[config.mk]
export PLATFORM = sky130hd
export DESIGN_NAME = float32_add_sub_flat
export DESIGN_NICKNAME = d
export VERILOG_FILES = /design/src/sv/fas_pkg.sv /design/src/sv/fas_if.sv /design/src/sv/fas_core.sv /design/src/sv/float32_add_sub.sv /design/src/flat_wrapper.sv
export SDC_FILE = /design/constraint.sdc
export NUM_CORES = 1
export LEC_CHECK = 0
export BUFFER_PORTS_ARGS = -buffer_cell sky130_fd_sc_hd__buf_2
export CORE_ASPECT_RATIO = 1.2
export CORE_MARGIN = 3
export CORE_UTILIZATION = 51
export CTS_CLUSTER_SIZE = 20
export DETAILED_ROUTE_END_ITERATION = 16
export PLACE_DENSITY = 0.66
export SYNTH_ARGS = -nofsm -noshare
export SYNTH_HDL_FRONTEND = slang
export SYNTH_SLANG_ARGS = --single-unit
[constraint.sdc]
create_clock -name clock -period 12.91 [get_ports clock]
set_input_delay 0.6455 -clock clock [delete_from_list [all_inputs] [get_ports clock]]
set_output_delay 0.6455 -clock clock [all_outputs]
set_load 0.005 [all_outputs]
[src/sv/fas_pkg.sv]
`timescale 1ns / 1ps
`default_nettype none
package fas_pkg;
   localparam int unsigned SigWidth = 24;
   localparam int unsigned ExpWidth = 8;
   localparam int unsigned FracWidth = 23;

   typedef struct packed {
      logic [31:0] operand_a;
      logic [31:0] operand_b;
      logic        action;
   } req_word_type;

   typedef struct packed {
      logic [31:0] result;
      logic        exponent_range_error;
   } rsp_word_type;

   // count of leading zeros in a 25-bit value, at most 25
   function automatic logic [4:0] lead_zeros(input logic [24:0] v);
      logic [4:0] n;
      logic       hit;
      n = 5'd25;
      hit = 1'b0;
      for (int i = 24; i >= 0; i--) begin
         if (!hit && v[i]) begin
            n = 5'(24 - i);
            hit = 1'b1;
         end
      end
      return n;
   endfunction
endpackage
`default_nettype wire

[src/sv/fas_if.sv]
`timescale 1ns / 1ps
`default_nettype none
interface fas_req_if import fas_pkg::*; ();
   logic         valid;
   logic         ready;
   req_word_type word;
   modport source (output valid, output word, input ready);
   modport sink (input valid, input word, output ready);
endinterface

interface fas_rsp_if import fas_pkg::*; ();
   logic         valid;
   logic         ready;
   rsp_word_type word;
   modport source (output valid, output word, input ready);
   modport sink (input valid, input word, output ready);
endinterface
`default_nettype wire

[src/sv/fas_core.sv]
`timescale 1ns / 1ps
`default_nettype none
module fas_core import fas_pkg::*; (
   input  req_word_type req_word,
   output rsp_word_type rsp_word
);
   logic        sa, sb, is_sub, a_first;
   logic [7:0]  ea, eb, e_big, e_sml;
   logic [23:0] ma, mb, m_big, m_sml, shifted;
   logic [8:0]  d9;
   logic [7:0]  d;
   logic        borrow, sign, neg;
   logic [24:0] sum, diff;
   logic [4:0]  lz;
   logic [9:0]  exp;
   logic [23:0] sig;

   always_comb begin
      sa = req_word.operand_a[31];
      sb = req_word.operand_b[31] ^ req_word.action;
      ea = req_word.operand_a[30:23];
      eb = req_word.operand_b[30:23];
      ma = {1'b1, req_word.operand_a[22:0]};
      mb = {1'b1, req_word.operand_b[22:0]};
      is_sub = sa != sb;
      // subtract order: x is a when a positive
      a_first = (ea > eb) || (ea == eb && ma >= mb);
      if (a_first) begin
         e_big = ea; m_big = ma; e_sml = eb; m_sml = mb;
      end else begin
         e_big = eb; m_big = mb; e_sml = ea; m_sml = ma;
      end
      d9 = {1'b0, e_big} - {1'b0, e_sml};
      d = d9[7:0];
      shifted = (d >= 8'd24) ? 24'd0 : (m_sml >> d[4:0]);
      borrow = 1'b0;
      if (d >= 8'd1 && d <= 8'd24) begin
         borrow = m_sml[5'(d - 8'd1)];
      end
      sum = {1'b0, m_big} + {1'b0, shifted};
      diff = {1'b0, m_big} - {1'b0, shifted} - {24'd0, borrow};
      lz = lead_zeros(diff);
      // x greater gives sign 0; x is a when sa is 0
      neg = sa ? a_first : !a_first;
      sign = sa;
      exp = {2'b00, e_big};
      sig = sum[23:0];
      rsp_word.exponent_range_error = 1'b0;
      rsp_word.result = '0;
      if (!is_sub) begin
         if (sum[24]) begin
            sig = sum[24:1];
            exp = exp + 10'd1;
         end
         rsp_word.result = {sign, exp[7:0], sig[22:0]};
         rsp_word.exponent_range_error = exp[9] | exp[8];
      end else if (diff != 25'd0) begin
         // diff below 2^24 always; lz at least 1
         sig = 24'(diff << (lz - 5'd1));
         exp = exp - {5'd0, lz} + 10'd1;
         rsp_word.result = {neg, exp[7:0], sig[22:0]};
         rsp_word.exponent_range_error = exp[9] | exp[8];
      end
   end
endmodule
`default_nettype wire

[src/sv/float32_add_sub.sv]
`timescale 1ns / 1ps
`default_nettype none
// Single-precision add/subtract with truncation, no special encodings. One word
// is accepted per cycle while ready is high. Its result goes from an input
// register through one combinational datapath into a result register, or into
// a holding register when the output is stalled. The holding register keeps
// one word while the output is stalled, and the input drops ready only while
// that register is full.
module float32_add_sub import fas_pkg::*; (
   input  wire logic clock,
   input  wire logic reset,
   fas_req_if.sink   req,
   fas_rsp_if.source rsp
);
   req_word_type in_ff;
   logic         in_vld_ff;
   rsp_word_type calc;
   rsp_word_type out_ff, skid_ff;
   logic         out_vld_ff, skid_vld_ff;
   logic         adv;

   fas_core u_core (.req_word(in_ff), .rsp_word(calc));

   assign req.ready = !skid_vld_ff;
   assign rsp.valid = out_vld_ff;
   assign rsp.word  = out_ff;
   assign adv = !out_vld_ff || rsp.ready;

   always_ff @(posedge clock) begin
      if (reset) begin
         in_vld_ff <= 1'b0;
         out_vld_ff <= 1'b0;
         skid_vld_ff <= 1'b0;
      end else begin
         if (req.ready) begin
            in_vld_ff <= req.valid;
            in_ff <= req.word;
         end
         if (adv) begin
            if (skid_vld_ff) begin
               out_ff <= skid_ff;
               out_vld_ff <= 1'b1;
               skid_vld_ff <= 1'b0;
            end else begin
               out_ff <= calc;
               out_vld_ff <= in_vld_ff;
            end
         end else if (!skid_vld_ff && in_vld_ff) begin
            skid_ff <= calc;
            skid_vld_ff <= 1'b1;
         end
      end
   end
endmodule
`default_nettype wire

[src/flat_wrapper.sv]
// flat-port wrapper written by rule: the top's interface ports become plain ports
module float32_add_sub_flat import fas_pkg::*;
  (clock, reset, req_valid, req_word, req_ready, rsp_valid, rsp_word, rsp_ready);
  fas_req_if req_i ();
  fas_rsp_if rsp_i ();
  input  wire logic clock;
  input  wire logic reset;
  input wire logic [$bits(req_i.valid)-1:0] req_valid;
  input wire logic [$bits(req_i.word)-1:0] req_word;
  output wire logic [$bits(req_i.ready)-1:0] req_ready;
  output wire logic [$bits(rsp_i.valid)-1:0] rsp_valid;
  output wire logic [$bits(rsp_i.word)-1:0] rsp_word;
  input wire logic [$bits(rsp_i.ready)-1:0] rsp_ready;
  assign req_i.valid = req_valid;
  assign req_i.word = req_word;
  assign req_ready = req_i.ready;
  assign rsp_valid = rsp_i.valid;
  assign rsp_word = rsp_i.word;
  assign rsp_i.ready = rsp_ready;
  float32_add_sub u_core (.clock(clock), .reset(reset), .req(req_i), .rsp(rsp_i));
endmodule
==> impl_results.md <==
- Status: finished, final reports clean
- Worst-Margin Slew: ~1.2 ns
- Arrival @ worst endpoint: 12.34 ns
- Setup CP Type: reg -> reg
- First-pass GRT wire length: around 62 mm
- Power Density: 195 mW/mm²
- CP peak stage delay: 0.68 ns
- Hold Path Depth: 1
- Synth top area share: 28.6%
- Hold worst-path end: u_core.in_ff[14]
- N_diodes: 0
- Syn avg cell area: 8.94 µm²
- Reg-to-Reg Start: u_core.in_ff[29]
- Final hold violation count: 0
- Total grt overflow: 0
- Routed WL per cell: 20.3 µm
- Synthesized Nets: approximately 1.7k
- Post-Synthesis Cells: 1,538
- Clk_lat worst skew: 0.45 ns
- Final net count: 1,786
- Drt drc: 0
- Int Power: 1.62 mW
- Post-synth EDFFs: ~130
- Core area: about 0.026 mm²
- Pin count of the biggest net entering global routing: 67
- Asr flop ratio synth: 0%
- CP dominant cell by count: ha_1
- Die Wd: 156 µm
- Synth Cell Area: 0.0137 mm²
- Worst Path Buf+Inv: 5
- Clock transition at path regs: 0.08 ns
- Worst slack at placement: between 0.9 and 1 ns
- Min setup slack post-route: 0.876 ns
- Worst r2r path cells: 38
- Initial DRC Count: 867
- Vias: 11.9k
- Via density: 6.11
- Worst hold path class: in -> reg
- Pins Over Slew Limit: 0
- Die area: 0.0290 mm²
- Setup violators final: 0
- Ranking of synthesized cells by area: edfxtp_1 29%, ha_1 9.6%, mux2i_1 7.1%
- Clock share of power: 16.9%
- CTS tree: yes
- Syn. warnings: 0
- Max-Cap Viols: 0
- Power share of the sequential group: between 20% and 30%
- Seq/Total Area, Yosys: 29.1%
- PostCTS Resize Cnt: 0
- Peak supply drop: 115 µV
- Post-CTS Setup Inserts: 0
- Number of global-route vias before repair: 11.6k
- Syn-to-layout area delta: 10.1%
- Period minus WS final: between 10 and 15 ns
- RSZ-0062 raised after global routing: false
- Min Hold Slack: 0.364 ns
- Filler instances: 2,380
- Fmax: between 80 and 90 MHz
- Starting Density: 52.0%
- Slew margin rel.: 18.7%
- LEAKAGE: 6.39 nW
- Die Y: 186 µm
- Cell family with most CP delay: compound AO/OA/AOI/OAI gates
- Clk buf depth: 2
- Sw Ratio: between 40% and 50%
- Yosys reg bits: 134
- Share of layout cells above drive strength 1: ~16%
- CTS buffer count: 17
- Clock Skew: around 0.016 ns
- Post-synth top area cell: edfxtp_1
- Initial antenna violation count: 0
- Row cnt: 65
- ANT nets after route: 0
- Unique masters post-synth: 98
- Origin of the worst min-delay path: req_word[14]
- CTS root buf: clkbuf_16
- H-tree levels: 4
- PortBufs: 103
- Sw Pwr: 1.33 mW
- GRT Total Usage: 27.4%
- Predominant post-synthesis flop cell: edfxtp_1
- IO Pins: roughly 100
- Combinational power share: 62.7%
- Startpoint Class: register
- DPL Wire Length: ~32 mm
- RR Endpoint: u_core.rsp.word[21]
- Gpl congestion: 0.984
- Slowest cell on the critical path: or4_1
- CP Data Required Time: 13.22 ns
- First-pass DRT Iterations: 5
- Final period util: 93.2%
- CP max FO: 31
- Setup TNS: 0 ns
- Reg2reg setup slack: 0.88 ns
- Num Clock Sinks: 134
- CP endpoint kind: register
- Final wirelength: 39.6 mm
- Hold Buf Count CTS: 0
- Overall power: 2.95 mW
## power by group through the flow
stage / logic [mW] / clock network (mW) / registers (mW)
floorplan: 1.35 / 0 / 0.618
global route: 2.01 / 0.519 / 0.607
global placement: 1.80 / 0 / 0.611
finish: 1.85 / 0.498 / 0.602
CTS: 1.83 / 0.505 / 0.603
detailed placement: 1.81 / 0 / 0.612
## how the worst max path moves through the flow
stage	start	to	slack (ns)	depth (start not counted)
3_3_place_gp	u_core.in_ff[55]	u_core.rsp.word[21]	1.10	40
6_report	u_core.in_ff[29]	u_core.rsp.word[21]	0.88	38
4_1_cts	u_core.in_ff[55]	u_core.rsp.word[21]	0.87	38
3_5_place_dp	u_core.in_ff[55]	u_core.rsp.word[21]	0.94	38
5_1_grt	u_core.in_ff[29]	u_core.rsp.word[21]	0.002	38
2_1_floorplan	u_core.in_ff[24]	u_core.rsp.word[31]	1.63	49
## synthesized netlist by cell type (10+ instances only)
cell      count
o21ai_0      83
and2_1       19
o22ai_1      20
xor2_1       19
nor2_1      142
nand3_1      31
nand2_1     121
edfxtp_1    131
inv_1       115
mux4_2       16
mux2i_1      98
mux2_2       46
a21o_1       42
nor3_1       29
a31oi_1      21
o211ai_1     14
ha_1        106
nand2b_1     21
a211oi_1     24
a21oi_1      90
clkbuf_1     50
o21ai_1      11
nand4_1      10
xnor2_1      55
nor2b_1      13
o31ai_1      12
## per-layer routing
metal	part of all wire (%)	GRT usage, %	up-vias
li1	-	-	5815
met1	42	32.9	5665
met2	49	48.5	361
met3	3.7	2.53	99
met4	5.3	14.8	0
met5	0	0	-
## state kept, by name, indices dropped and copies added (netlist names)
| name | count |
|---|---|
| u_core.skid_vld_ff | 1 |
| u_core.rsp.word | 33 |
| u_core.in_vld_ff | 1 |
| u_core.rsp.valid | 1 |
| u_core.skid_ff | 33 |
| u_core.in_ff | 65 |
## layout make-up
cell class,instances,area [µm²],area share [%]
timing repair buffer,125,681,4.50
tap,335,419,2.77
multi-input combinational,1212,9020,59.6
clock buffer,19,433,2.86
clock inverter,13,149,0.984
inverter,117,439,2.90
sequential,134,3990,26.4
## worst register-to-register path, delay by kind of cell (launching register included)
| family | cells | cell delay [ns] |
|---|---|---|
| buf+inv | 5 | 1.18 |
| compound gates | 14 | 4.04 |
| xor+xnor | 1 | 0.49 |
| fa+ha+maj | 6 | 2.35 |
| mux | 3 | 0.87 |
| simple gates | 9 | 2.54 |
| flops | 1 | 0.45 |
## through the flow
stage | instances | utilization [%] | cell area, µm²
after floorplan | 1538 | - | 13700
after global placement | 1923 | 55.0 | 14500
after detailed placement | 1923 | 55.0 | 14500
after CTS | 1955 | 57.2 | 15100
after global routing | 1955 | 57.2 | 15100
final | 1955 | 57.2 | 15100
## cell usage in the layout, fill, tap and decap left out, drive strengths merged, types with 6 or more instances in the layout
cell type,instances
edfxtp,131
a21boi,6
o22ai,22
or3,9
nor4,8
a21o,42
a211oi,26
mux4,16
and2,19
nor2,143
clkbuf,19
o21bai,6
xnor2,55
nor3,32
nand2,123
xor2,20
and3,8
a2111oi,6
mux2i,98
a21oi,91
nand2b,21
nand4,13
ha,106
buf,125
o21ai,94
o31ai,12
a31oi,22
mux2,49
o21a,9
or2,6
inv,120
o211ai,14
nor2b,13
nand3,31
## cell families after synthesis
group / synth area share (%)
AOI/OAI and AO/OA: 20.2
xor gates and xnor gates: 4.83
adders and majority gates: 10.3
buffers and inverters: 5.86
DFF: 29.1
muxes: 13.8
and+or+nand+nor: 16.0
(Power assumes the default switching activity.)
